<file path="config.mk">
export PLATFORM = sky130hd
export DESIGN_NAME = arlc_ctrl
export DESIGN_NICKNAME = d
export VERILOG_FILES = /design/src/arlc_pkg.sv /design/src/arlc_ctrl.sv
export SDC_FILE = /design/constraint.sdc
export NUM_CORES = 1
export LEC_CHECK = 0
export BUFFER_PORTS_ARGS = -buffer_cell sky130_fd_sc_hd__buf_2
export CAP_MARGIN = 20
export CORE_ASPECT_RATIO = 0.9
export CORE_MARGIN = 1
export CORE_UTILIZATION = 25
export CTS_CLUSTER_SIZE = 12
export DETAILED_ROUTE_END_ITERATION = 10
export GPL_TIMING_DRIVEN = 0
export PLACE_DENSITY = 0.49
export SLEW_MARGIN = 5
export SYNTH_ARGS = -nofsm -noshare
export SYNTH_HDL_FRONTEND = slang
export SYNTH_SLANG_ARGS = --single-unit
export TNS_END_PERCENT = 30
</file>
<file path="constraint.sdc">
create_clock -name clock -period 3.8 [get_ports clock]
set_input_delay 0 -clock clock [delete_from_list [all_inputs] [get_ports clock]]
set_output_delay 0 -clock clock [all_outputs]
set_load 0.01 [all_outputs]
</file>
<file path="src/arlc_pkg.sv">
// Shared types and constants of the adaptive redundancy level controller.
package arlc_pkg;

   localparam int RING_DEPTH = 64;
   localparam int TAG_W      = $clog2(RING_DEPTH);
   localparam int WINDOW     = 16;
   localparam int WIN_W      = $clog2(WINDOW);
   localparam int BOUND_W    = WIN_W + 1;
   localparam int MAX_CH     = 8;
   localparam int LANE_W     = $clog2(MAX_CH);
   localparam int CH_W       = 4;
   localparam int ROOT_W     = 3;
   localparam int LIMIT_W    = 32;
   localparam int TIME_W     = 48;
   localparam int SUM_W      = TIME_W + WIN_W;
   localparam int DIV_CNT_W  = $clog2(SUM_W + 1);
   localparam int CSR_IDX_W  = 2;
   localparam int CSR_DATA_W = 32;

   localparam logic [TIME_W-1:0]  MIN_RTT_RESET  = TIME_W'(999999999);
   localparam logic [CH_W-1:0]    CHANNEL_RESET  = CH_W'(3);
   localparam logic [LIMIT_W-1:0] LIMIT_RESET    = LIMIT_W'(100);

   localparam logic OP_ISSUE    = 1'b0;
   localparam logic OP_RESPONSE = 1'b1;

   localparam logic [CSR_IDX_W-1:0] CSR_CHANNEL_COUNT = 2'd0;
   localparam logic [CSR_IDX_W-1:0] CSR_ROOT_CHANNEL  = 2'd1;
   localparam logic [CSR_IDX_W-1:0] CSR_REQUEST_LIMIT = 2'd2;

   localparam logic [1:0] EV_ISSUE     = 2'd0;
   localparam logic [1:0] EV_NEW       = 2'd1;
   localparam logic [1:0] EV_DUPLICATE = 2'd2;

   typedef struct packed {
      logic              operation;
      logic [TIME_W-1:0] now_ns;
      logic [5:0]        response_tag;
   } req_type;

   typedef struct packed {
      logic [1:0]        event_kind;
      logic [5:0]        request_tag;
      logic [7:0]        channel_mask;
      logic              more_to_send;
      logic [TIME_W-1:0] rtt_ns;
      logic [TIME_W-1:0] average_rtt_ns;
      logic [TIME_W-1:0] min_rtt_ns;
      logic [3:0]        redundancy_level;
   } rsp_type;

   typedef struct packed {
      logic load;
      logic issue;
      logic root_step;
      logic lane_step;
      logic lookup;
      logic measure;
      logic sum_step;
      logic div_start;
      logic div_step;
      logic scale;
      logic adjust;
      logic emit;
   } cmd_type;

   typedef struct packed {
      logic root_ok;
      logic lanes_done;
      logic duplicate;
      logic sum_done;
      logic div_done;
   } sts_type;

endpackage

</file>
<file path="src/arlc_ctrl.sv">
// Sequencing state machine of the adaptive redundancy level controller.
module arlc_ctrl (
   input  logic              clock,
   input  logic              reset,
   input  logic              start,
   input  logic              req_operation,
   output logic              busy,
   output logic              rsp_valid,
   output arlc_pkg::cmd_type cmd,
   input  arlc_pkg::sts_type sts
);
   import arlc_pkg::*;

   typedef enum logic [3:0] {
      S_IDLE,
      S_ISSUE,
      S_ROOT,
      S_LANE,
      S_LOOKUP,
      S_MEASURE,
      S_SUM,
      S_DIV,
      S_SCALE,
      S_ADJUST,
      S_EMIT
   } state_type;

   state_type state_ff, state_in;
   logic      rsp_valid_ff, rsp_valid_in;

   always_comb begin
      cmd      = '0;
      state_in = state_ff;
      case (state_ff)
         S_IDLE: begin
            if (start) begin
               cmd.load = 1'b1;
               state_in = (req_operation == OP_RESPONSE) ? S_LOOKUP : S_ISSUE;
            end
         end
         S_ISSUE: begin
            cmd.issue = 1'b1;
            state_in  = S_ROOT;
         end
         S_ROOT: begin
            if (sts.root_ok) state_in = S_LANE;
            else cmd.root_step = 1'b1;
         end
         S_LANE: begin
            if (sts.lanes_done) state_in = S_EMIT;
            else cmd.lane_step = 1'b1;
         end
         S_LOOKUP: begin
            cmd.lookup = 1'b1;
            state_in   = sts.duplicate ? S_EMIT : S_MEASURE;
         end
         S_MEASURE: begin
            cmd.measure = 1'b1;
            state_in    = S_SUM;
         end
         S_SUM: begin
            if (sts.sum_done) begin
               cmd.div_start = 1'b1;
               state_in      = S_DIV;
            end else begin
               cmd.sum_step = 1'b1;
            end
         end
         S_DIV: begin
            if (sts.div_done) state_in = S_SCALE;
            else cmd.div_step = 1'b1;
         end
         S_SCALE: begin
            cmd.scale = 1'b1;
            state_in  = S_ADJUST;
         end
         S_ADJUST: begin
            cmd.adjust = 1'b1;
            state_in   = S_EMIT;
         end
         S_EMIT: begin
            cmd.emit = 1'b1;
            state_in = S_IDLE;
         end
         default: begin
            state_in = S_IDLE;
         end
      endcase
   end

   assign rsp_valid_in = (state_ff == S_EMIT);

   always_ff @(posedge clock) begin
      if (reset) begin
         state_ff     <= S_IDLE;
         rsp_valid_ff <= 1'b0;
      end else begin
         state_ff     <= state_in;
         rsp_valid_ff <= rsp_valid_in;
      end
   end

   assign busy      = (state_ff != S_IDLE);
   assign rsp_valid = rsp_valid_ff;

endmodule

</file>
* Word level (Yosys, flattened, before mapping)
Index checks and enable logic that the tools add are counted.
Widths: inputs -> output; s select.
** Word-level totals
- Bits in writable memories :: 0
- Input bits :: 9
- Memories :: 0
- ROM bits :: 0
- Logic and storage cells :: 45
- Latch bits :: 0
- Flip-flop bits (word level) :: 5
** Operators by class
- Multipliers :: 0
- Shifts and indexed selects :: 0
- Equal/unequal tests :: 15
- Order comparisons :: 0
- Bitwise logic cells :: 0
- Reduce and logical (&&, ||, !) cells :: 3
- Divide/modulo/power cells :: 0
- Mux-type cells :: 25
- Add/sub/neg operators :: 0
** Operator list (count)
- $pmux 4 s10 :: 1
- $mux 4 :: 6
- $eq 4x3->1 const B :: 4
- $mux 1 :: 16
- $eq 4x4->1 const B :: 3
- $ne 2x2->1 const B :: 5
- $eq 4x2->1 const B :: 2
- $reduce_and 5->1 :: 1
- $eq 4x1->1 const B :: 1
- $logic_not 4->1 :: 1
- $reduce_bool 4->1 :: 1
- $mux 3 :: 1
- $mux 2 :: 1

* Longest topological paths before layout
Gate-level depths: netlist (run 1).
- Word-level depth :: 3
- Mapped depth :: 5
- Mapped depth without buffers :: 4

* Least setup slack after synthesis (run 1)
No wires, ideal clock.
- Path kind :: register -> register
- Start point :: register state_ff[3]
- End point :: register state_ff[0]
- Setup slack :: 2.478 ns
- Arrival time :: 1.200 ns
- Cell stages (with the launch flop) :: 6
- Period minus slack after synthesis :: 1.322 ns
- Required time :: 3.679 ns
- Path through :: dfxtp_1 -> buf_6 -> or3b_1 -> a21oi_1 -> nor4_1 -> mux2_4
** Between the ends
- Cells in the longest elaborated chain, start to end :: 3
- Elaborated cells on any way between the ends :: 17
- Classes of those cells :: 14 x eq/ne; 1 x mux; 2 x reduce/logical
** Ends and longest elaborated chain
- from (decl) :: RTL line arlc_ctrl.sv:28 : state_type state_ff, state_in;
- from (signal assigned) :: RTL line arlc_ctrl.sv:98 : state_ff <= state_in;
- $eq 4x2->1 (tied with other cells) :: RTL line arlc_ctrl.sv:34 : case (state_ff)
- $ne 2x2->1 (no line)
- $reduce_and 5->1 (no line)
Parallel ways exist; a longest one is shown, timed or not.
A chain may end at the register's enable or synchronous reset.

* Worst setup path in the final report (run 1)
Ends and elaborated chain as after synthesis.

==> results of run 1 <==
[cells by family after synthesis]
| logic type | synth area share, % |
|---|---|
| multiplexers | 5.40 |
| buffers and inverters | 14.3 |
| flip-flops | 21.6 |
| XOR/XNOR | 1.89 |
| AND/OR/NAND/NOR | 41.9 |
| AO/OA/AOI/OAI | 14.9 |
[timing repair]
item                                    in CTS  in global routing
hold endpoints to repair                     2                  0
hold buffers                                 1                  0
endpoints found under the setup margin       0                  0
[layout by cell type (no fill, tap or decap), types with 2 or more instances in the layout]
| cell type | n |
|---|---|
| buf_2 | 22 |
| nor2_1 | 6 |
| dfxtp_1 | 5 |
| nand2b_1 | 3 |
| buf_6 | 3 |
| nor4b_1 | 2 |
| and3b_1 | 2 |
| nand2_1 | 5 |
| clkbuf_4 | 3 |
| inv_1 | 3 |
| a21oi_1 | 2 |
| nor4_1 | 2 |
| nor3_1 | 7 |
[registers in the layout, indices dropped and copies added (netlist names)]
name / cells
state_ff: 4
rsp_valid: 1
[per-stage QoR]
step                area, sq um  cells  util, %  hold slack, ps  setup WS, ps
finish                      639    110     37.6            91.5          2400
CTS                         639    110     37.6            89.4          2390
floorplan                   463     59        -            50.4          2480
detailed placement          603    105     35.5             244          2400
global route                639    110     37.6             123          2320
global placement            603    105     35.5             250          2390
[critical path, cell delays in order (launching register included)]
cell and delay [ps]:
dfxtp_1 310, buf_6 130, nor2_1 190, a22oi_1 140, and2_2 230, mux2_4 290
[power groups by stage]
stage	sequential [mW]	combinational, mW	clock, mW
finish	0.0875	0.280	0.0633
global route	0.0898	0.309	0.0686
CTS	0.0867	0.282	0.0646
detailed placement	0.0877	0.281	0
global placement	0.0891	0.281	0
floorplan	0.0823	0.211	0
[metal layers]
| metal | part of all wire [%] | vias up | track usage [%] |
|---|---|---|---|
| met5 | 0 | - | 0 |
| met4 | 1.0 | 0 | 5.14 |
| met3 | 7.3 | 3 | 3.83 |
| met2 | 42 | 19 | 16.4 |
| met1 | 50 | 231 | 19.0 |
| li1 | - | 269 | - |
[path summary, 6_finish.rpt]
kind                            start                        to  slack [ps]  depth (start not counted)
max          state_ff[3]$_SDFFE_PP0P_  state_ff[0]$_SDFFE_PP0P_        2400                          5
min                             start  state_ff[1]$_SDFFE_PP0P_          90                          3
max reg2reg  state_ff[3]$_SDFFE_PP0P_  state_ff[0]$_SDFFE_PP0P_        2400                          5
min reg2reg  state_ff[3]$_SDFFE_PP0P_  state_ff[3]$_SDFFE_PP0P_         740                          3
[cell type report]
cell class | instances | area, sq um
Clock buffer | 4 | 26.3
Multi-Input combinational cell | 46 | 297
Tap cell | 24 | 30.0
Inverter | 3 | 11.3
Timing Repair Buffer | 23 | 120
Buffer | 5 | 55.1
Fill cell | 195 | 1060
Sequential cell | 5 | 100
==> results.yml, run 1 <==
status:
  outcome: "completed"
route:
  route.detailed.drc: 0
  vias: 522
  wl_mm: 1.19
  ant_nets: 0
  drtPass1Iterations: 4
  drtIter0Drc: 14
  wl_per_cell_um: 10.8
  via_per_inst: 4.75
flow_run:
  maxCapViolCount: 0
clocking:
  clkTransAtPathRegs_ps: 40
  tritoncts: "built"
  numCtsBuffers: 3
  cts.path.max_buffers: 2
  htreeDepth: 1
  cts_root_buf: "clkbuf_4"
  clock_latency_ps: 240
  cts_sinks: 5
  post_cts_resized: 0
  cts_setup_buffers: 0
power_and_ir_drop:
  p_per_area_mw_per_mm2: 674
  vdd_drop_max_uv: 278
  p_comb_share_pct: 65.0
  swShare_pct: 44.2
  clkPwrFrac_pct: 14.7
  fin_total_pwr_uw: 431
  power.internal_uw: 241
  switchingPower_uw: 190
  power_leakage_nw: 0.327
  p_seq_share_pct: 20.3
global_route:
  grt_max_degree: 11
  grt_usage_pct: 12.7
  antenna_found_initial: 0
  gr-total-overflow: 0
  grt_pass1_wl_mm: 1.81
  grt_pass1_vias: 423
timing:
  slew_headroom_pct: 78.9
  setup_viol: 0
  setup_tns_ps: 0
  timing.fmax_mhz: 712
  period_minus_slack_ps: 1400
  rsz0062_at_grt: "false"
  worst_slew_pin_slew_ps: 315
  fin_skew_ps: 0.849
  maxSlewViolCount: 0
  fin_crit_sh_pct: 37.0
  finalHoldViolations: 0
worst_setup_path:
  crit_fanout: 10
  cp.arrival_ps: 1540
  critical_path_required_ps: 3930
  worstSetupEndpointType: "flop"
  criticalPathCategory: "reg2reg"
  critical_path.startpoint_type: "flop"
logic_synthesis:
  yosysWarnings: 0
  syn_inst: 59
  syn_avg_cell_area_sq_um: 7.85
  synth_common_cells: "7 x nor3_1, 6 x nor2_1, 5 x dfxtp_1, 5 x nand2_1"
  yosysTopAreaCellShare_pct: 21.6
  synth_top_area_cell: "dfxtp_1"
  synthesis.area_sq_um: 463
  ys_ff_latch: 5
  ys_types: 30
  seq_area_frac_synth_pct: 21.6
  ys_dominant_reg_cell: "dfxtp_1"
  synthArstFlopShare_pct: 0
  synth_area_leaders: "dfxtp_1 22%, nor3_1 7.6%, buf_6 7.3%"
  synth_enable_flop_cells: 0
  synth_most_common_cell: "nor3_1"
  syn_nets: 68
cells_and_area:
  layout-drive-gt1-share_pct: 38.4
  synthToLayoutAreaGrowth_pct: 38.1
  num_antenna_cells: 0
  fin_nets: 96
min_path:
  hold_path_class: "in2reg"
floorplanning:
  start_util_pct: 27.2
  ios: 23
  rows: 14
  die_w_um: 47.4
  dieArea_sq_mm: 0.00203
  core_area_sq_mm: 0.00170
  die_y_um: 42.8
place:
  io_buffers: 22
  globalplace.congestion: 0.730
  hpwl_um: 923
Power figures use the tool's default switching activity.
==> inputs of run 2 (changes only) <==
--- a/config.mk
+++ b/config.mk
@@ -5,6 +5,7 @@
 export SDC_FILE = /design/constraint.sdc
 export NUM_CORES = 1
 export LEC_CHECK = 0
+export ABC_AREA = 1
 export BUFFER_PORTS_ARGS = -buffer_cell sky130_fd_sc_hd__buf_2
 export CAP_MARGIN = 20
 export CORE_ASPECT_RATIO = 0.9
@@ -13,7 +14,7 @@
 export CTS_CLUSTER_SIZE = 12
 export DETAILED_ROUTE_END_ITERATION = 10
 export GPL_TIMING_DRIVEN = 0
-export PLACE_DENSITY = 0.49
+export PLACE_DENSITY = 0.5
 export SLEW_MARGIN = 5
 export SYNTH_ARGS = -nofsm -noshare
 export SYNTH_HDL_FRONTEND = slang
==> constraint.sdc (replaced) <==
create_clock -name clock -period 1.1 [get_ports clock]
set_input_delay 0 -clock clock [delete_from_list [all_inputs] [get_ports clock]]
set_output_delay 0 -clock clock [all_outputs]
set_load 0.01 [all_outputs]
==> results.yml, run 2 <==
status:
  outcome: "complete, but fails checks"
  violations: "negative setup slack"
cells_and_area:
  fin_area_sq_um: 718
  finish.utilization_pct: 41.0
  layout-drive-gt1-share_pct: 49.5
  final_common_cell: "buf_2"
  nFillCells: 196
  layout_common_cells: "21 x buf_2, 18 x inv_1, 15 x nand2_1"
  synthToLayoutAreaGrowth_pct: 46.4
  multiInputGateArea_sq_um: 325
  largest-register: "state_ff"
  regArea_sq_um: 113
  num_antenna_cells: 0
  largest_reg_flops: 4
  fin_cells: 135
  fin_nets: 121
logic_synthesis:
  synth_compound_area_share_pct: 3.06
  synth_fa_ha_area_share_pct: 0
  synth_most_common_cell: "inv_1"
  synth_enable_flop_cells: 0
  syn_nets: 93
  synth_area_leaders: "dfxtp_1 20%, inv_1 16%, nand2_1 14%"
  synthMuxAreaShare_pct: 0
  synth-simple-area-share_pct: 58.2
  synthXorXnorAreaFrac_pct: 0
  synth_top_area_cell: "dfxtp_1"
  syn_inst: 84
  ys_ff_latch: 5
  syn_avg_cell_area_sq_um: 5.84
  yosysTopAreaCellShare_pct: 20.4
  synth_top_family_by_area: "simple AND/OR/NAND/NOR gates"
  seq_area_frac_synth_pct: 20.4
  ys_dominant_reg_cell: "dfxtp_1"
  synthArstFlopShare_pct: 0
  yosysWarnings: 0
  synthesis.area_sq_um: 490
  ys_types: 15
  synth_common_cells: "21 x inv_1, 18 x nand2_1, 12 x nor2_1, 7 x nand3_1"
power_and_ir_drop:
  power.internal_uw: 854
  switchingPower_uw: 882
  clkPwrFrac_pct: 12.1
  power_leakage_nw: 0.466
  fin_total_pwr_mw: 1.74
  p_seq_share_pct: 22.0
  p_comb_share_pct: 66.0
  vdd_drop_max_uv: 1100
  p_per_area_mw_per_mm2: 2420
  swShare_pct: 50.8
worst_setup_path:
  worstReg2RegStart: "state_ff[1]$_SDFFE_PP0P_"
  critical_path_required_ps: 1230
  cp_slowest_cell: "dfxtp_4"
  cp.arrival_ps: 1290
  cp_common_cell: "nor2_4"
  reg2regPathDepth: 7
  crit-reg2reg-capture: "state_ff[0]$_SDFFE_PP0P_"
  criticalPathCategory: "reg2reg"
  cp_cell_sequence: "inv_4, nor2_4, nand3_2, nand2_2, nor2_4, nor2_1, nor2_2"
  worstSetupEndpointType: "flop"
  cpPeakStageDelay_ps: 370
  crit_fanout: 5
  critical_path.startpoint_type: "flop"
  rrSetupSlack_ps: -60
timing:
  setup_ws_ps: -58.2
  finalHoldViolations: 0
  slew_headroom_pct: 85.9
  worst_slew_pin_slew_ps: 210
  setup_viol: 12
  fin_skew_ps: 1.25
  rsz0062_at_grt: "true"
  maxSlewViolCount: 0
  fin_crit_sh_pct: 105
  period_minus_slack_ps: 1160
  timing.fmax_mhz: 863
clocking:
  cts_sinks: 5
  htreeDepth: 1
  clock_latency_ps: 240
  numCtsBuffers: 3
  clkTransAtPathRegs_ps: 40
  tritoncts: "built"
  cts_root_buf: "clkbuf_4"
  cts.path.max_buffers: 2
place:
  dp_cells: 130
  hpwl_um: 918
  placed_area_sq_um: 639
  dp_slack_ps: -108
  io_buffers: 22
  globalplace.congestion: 0.814
global_route:
  grt_max_degree: 9
  gr-total-overflow: 0
  grt_pass1_wl_mm: 1.74
  antenna_found_initial: 0
  grt_pass1_vias: 435
  grt_usage_pct: 10.6
flow_run:
  maxCapViolCount: 0
floorplanning:
  start_util_pct: 28.0
  core_area_sq_mm: 0.00175
  ios: 23
  die_y_um: 44.0
  dieArea_sq_mm: 0.00214
  rows: 14
  die_w_um: 48.7
route:
  ant_nets: 0
  wl_per_cell_um: 8.02
  wl_mm: 1.08
  drtPass1Iterations: 4
  vias: 548
  drtIter0Drc: 3
  via_per_inst: 4.06
  route.detailed.drc: 0
min_path:
  min_to: "state_ff[1]$_SDFFE_PP0P_"
  hold_path_class: "in2reg"
  holdPathStages: 5
  hp-start: "start"
==> run 2: changes by cell type in the layout (fill, tap and decap cells not counted), moves of 4 or more <==
cell	delta
nand2_1	+10
nand2_2	+4
nor3_1	-6
nor2_2	+6
nor2_4	+5
dfxtp_1	-4
inv_1	+15
nand3_1	+7
nand3_2	+5
==> run 2: power by group through the flow <==
stage / Sequential [mW] / Clock, mW / Combinational (mW)
global placement: 0.347 / 0 / 1.05
finish: 0.381 / 0.209 / 1.15
global route: 0.394 / 0.232 / 1.29
CTS: 0.382 / 0.211 / 1.07
floorplan: 0.333 / 0 / 0.780
detailed placement: 0.345 / 0 / 1.04
==> run 2: repair_timing <==
action                                  4_1_cts  5_1_grt
buffers inserted                              0        1
resized for setup                            13        5
pin swaps                                     4        5
hold buffers                                  1        0
hold endpoints to repair                      3        0
endpoints found under the setup margin       15       17
==> run 2: logic make-up after synthesis <==
logic type             count (synthesis)
buffers and inverters                 23
AOI/OAI and AO/OA                      3
DFF                                    5
and+or+nand+nor                       53
==> run 2: how the worst max path moves through the flow <==
stage | start | to | slack (ps)
after floorplan | state_ff[2]$_SDFFE_PP0P_ | state_ff[0]$_SDFFE_PP0P_ | -0.4
after global placement | state_ff[0]$_SDFFE_PP0P_ | state_ff[0]$_SDFFE_PP0P_ | -110
after detailed placement | state_ff[2]$_SDFFE_PP0P_ | state_ff[0]$_SDFFE_PP0P_ | -110
after CTS | state_ff[2]$_SDFFE_PP0P_ | cmd[4] | -60
after global routing | state_ff[2]$_SDFFE_PP0P_ | state_ff[0]$_SDFFE_PP0P_ | -150
final | state_ff[1]$_SDFFE_PP0P_ | state_ff[0]$_SDFFE_PP0P_ | -60
==> run 2: metal layers <==
metal  GRT usage [%]  vias to the layer above  share of wire, %
met2            17.5                       14                43
li1                -                      305                 -
met3            3.09                        0               4.7
met4            1.76                        0                 0
met5               0                        -                 0
met1            13.9                      229                52
==> run 2: cell type report <==
class,count,area share (%)
Tap cell,24,4.18
Timing Repair Buffer,24,18.6
Inverter,22,12.5
Sequential cell,5,15.7
Multi-Input combinational cell,56,45.3
Clock buffer,4,3.66
==> run 2: critical path, delay by kind of cell (launching register included) <==
family	cells	cell delay [ps]
flops	1	370
simple gates	6	640
buf+inv	1	40
==> run 2: through the flow <==
stage	setup TNS (ps)	hold slack (ps)
after floorplan	-0.353	64.2
after global placement	-326	212
after detailed placement	-296	213
after CTS	-464	148
after global routing	-1510	168
final	-299	141
==> inputs of run 3 (changes only) <==
--- a/config.mk
+++ b/config.mk
@@ -8,13 +8,12 @@
 export ABC_AREA = 1
 export BUFFER_PORTS_ARGS = -buffer_cell sky130_fd_sc_hd__buf_2
 export CAP_MARGIN = 20
-export CORE_ASPECT_RATIO = 0.9
-export CORE_MARGIN = 1
-export CORE_UTILIZATION = 25
+export CORE_AREA = 2 2 39 41
 export CTS_CLUSTER_SIZE = 12
 export DETAILED_ROUTE_END_ITERATION = 10
+export DIE_AREA = 0 0 41 43
 export GPL_TIMING_DRIVEN = 0
-export PLACE_DENSITY = 0.5
+export PLACE_DENSITY = 0.68
 export SLEW_MARGIN = 5
 export SYNTH_ARGS = -nofsm -noshare
 export SYNTH_HDL_FRONTEND = slang
==> results.yml, run 3 (synthesis results as in run 2) <==
status:
  outcome: "complete, but fails checks"
  violations: "negative setup slack"
min_path:
  holdPathStages: 5
  min_to: "state_ff[1]$_SDFFE_PP0P_"
  hp-start: "start"
  hold_path_class: "in2reg"
worst_setup_path:
  worstSetupEndpointType: "primary output"
  rrSetupSlack_ps: -80
  reg2regPathDepth: 9
  cp_cell_sequence: "buf_6, nor2_4, nand3_2, inv_1, buf_2"
  cp_num_buf_inv: 3
  critical_path_required_ps: 1100
  worstReg2RegStart: "state_ff[1]$_SDFFE_PP0P_"
  critPathTopFamily: "simple AND/OR/NAND/NOR gates"
  cp_slowest_cell: "dfxtp_2"
  cp.arrival_ps: 1200
  criticalPathCategory: "reg2out"
  cpPeakStageDelay_ps: 320
  crit_start: "state_ff[2]$_SDFFE_PP0P_"
  crit-reg2reg-capture: "state_ff[0]$_SDFFE_PP0P_"
  critical_path.startpoint_type: "flop"
  crit_fanout: 5
power_and_ir_drop:
  clkPwrFrac_pct: 11.1
  switchingPower_uw: 957
  power.internal_uw: 927
  power_leakage_nw: 0.508
  swShare_pct: 50.8
  vdd_drop_max_uv: 1230
  p_per_area_mw_per_mm2: 2410
  p_comb_share_pct: 68.7
  fin_total_pwr_mw: 1.88
  p_seq_share_pct: 20.3
timing:
  holdWs_ps: 155
  period_minus_slack_ps: 1200
  maxSlewViolCount: 0
  setup_viol: 14
  rsz0062_at_grt: "true"
  finalHoldViolations: 0
  timing.fmax_mhz: 835
  fin_crit_sh_pct: 109
  worst_slew_pin_slew_ps: 247
  fin_skew_ps: 5.24
  setup_ws_ps: -97.6
  slew_headroom_pct: 83.5
global_route:
  gr-total-overflow: 0
  grt_pass1_wl_mm: 1.79
  grt_pass1_vias: 451
  grt_usage_pct: 14.7
  grt_max_degree: 9
  antenna_found_initial: 0
floorplanning:
  dieArea_sq_mm: 0.00176
  start_util_pct: 35.4
  core_area_sq_mm: 0.00138
  rows: 14
  die_w_um: 41
  die_y_um: 43
  ios: 23
route:
  vias: 566
  ant_nets: 0
  wl_mm: 1.24
  drtPass1Iterations: 2
  drtIter0Drc: 4
  wl_per_cell_um: 9.44
  via_per_inst: 4.32
  route.detailed.drc: 0
clocking:
  numCtsBuffers: 3
  tritoncts: "built"
  cts.path.max_buffers: 2
  clock_latency_ps: 240
  cts_root_buf: "clkbuf_4"
  htreeDepth: 1
  cts_sinks: 5
  clkTransAtPathRegs_ps: 50
cells_and_area:
  layout_common_cells: "19 x buf_2, 15 x nand2_1, 15 x inv_1"
  fin_nets: 125
  largest_reg_flops: 4
  layout-drive-gt1-share_pct: 55.7
  fin_area_sq_um: 783
  num_antenna_cells: 0
  largest-register: "state_ff"
  synthToLayoutAreaGrowth_pct: 59.7
  final_common_cell: "buf_2"
flow_run:
  maxCapViolCount: 0
place:
  hpwl_um: 939
  globalplace.congestion: 0.757
  io_buffers: 22
  dp_slack_ps: -113
  placed_area_sq_um: 629
-- run 3: cell types whose count changed in the layout (fill, tap and decap cells not counted), sizes merged --
cell,before,now
buf,23,27
-- run 3: cell type report --
cell class | count | area [sq um]
plain buffers | 1 | 7.51
clock buffers | 4 | 26.3
fillers | 147 | 601
inverters | 22 | 87.6
multi-input cells | 56 | 353
flip-flops and latches | 5 | 113
well taps | 16 | 20.0
repair buffers | 27 | 176
-- run 3: what timing repair did --
action | 4_1_cts | 5_1_grt
endpoints found under the hold margin | 3 | 0
buffers inserted | 4 | 0
pin swaps | 7 | 11
hold buffers | 1 | 0
resized for setup | 15 | 13
setup endpoints to repair | 15 | 16
-- run 3: worst max path at each step --
stage                               end  slack [ps]  cells past startpoint
6_report                         cmd[9]        -100                      5
5_1_grt                          cmd[9]        -170                      5
4_1_cts                         cmd[11]         -80                      5
3_5_place_dp   state_ff[0]$_SDFFE_PP0P_        -110                      7
3_3_place_gp   state_ff[0]$_SDFFE_PP0P_         -90                      8
2_1_floorplan  state_ff[0]$_SDFFE_PP0P_        -0.4                      7
-- run 3: routing by layer --
| layer | share of wire, % | track usage [%] | wire (um) | vias up |
|---|---|---|---|---|
| li1 | - | - | - | 313 |
| met1 | 44 | 18.3 | 546 | 240 |
| met2 | 52 | 24.1 | 639 | 13 |
| met3 | 4.1 | 1.57 | 51 | 0 |
| met4 | 0 | 6.00 | 0 | 0 |
| met5 | 0 | 0 | 0 | - |
-- run 3: worst register-to-register path: cells and delay by family (launching register included) --
family,cells,cell delay [ps]
buffers and inverters,2,210
and+or+nand+nor,7,510
DFF,1,350
-- run 3: through the flow --
| stage | util [%] | cells | setup TNS [ps] |
|---|---|---|---|
| 2_1_floorplan | - | 84 | -0.353 |
| 3_3_place_gp | 45.5 | 122 | -260 |
| 3_5_place_dp | 45.5 | 122 | -347 |
| 4_1_cts | 53.3 | 131 | -692 |
| 5_1_grt | 56.6 | 131 | -1910 |
| 6_report | 56.6 | 131 | -631 |
-- run 3: power by group through the flow --
stage	clock (mW)	sequential [mW]	combinational [mW]
after floorplan	0	0.333	0.780
after global placement	0	0.343	1.03
after detailed placement	0	0.347	1.04
after CTS	0.220	0.372	1.20
after global routing	0.225	0.393	1.44
final	0.209	0.382	1.29
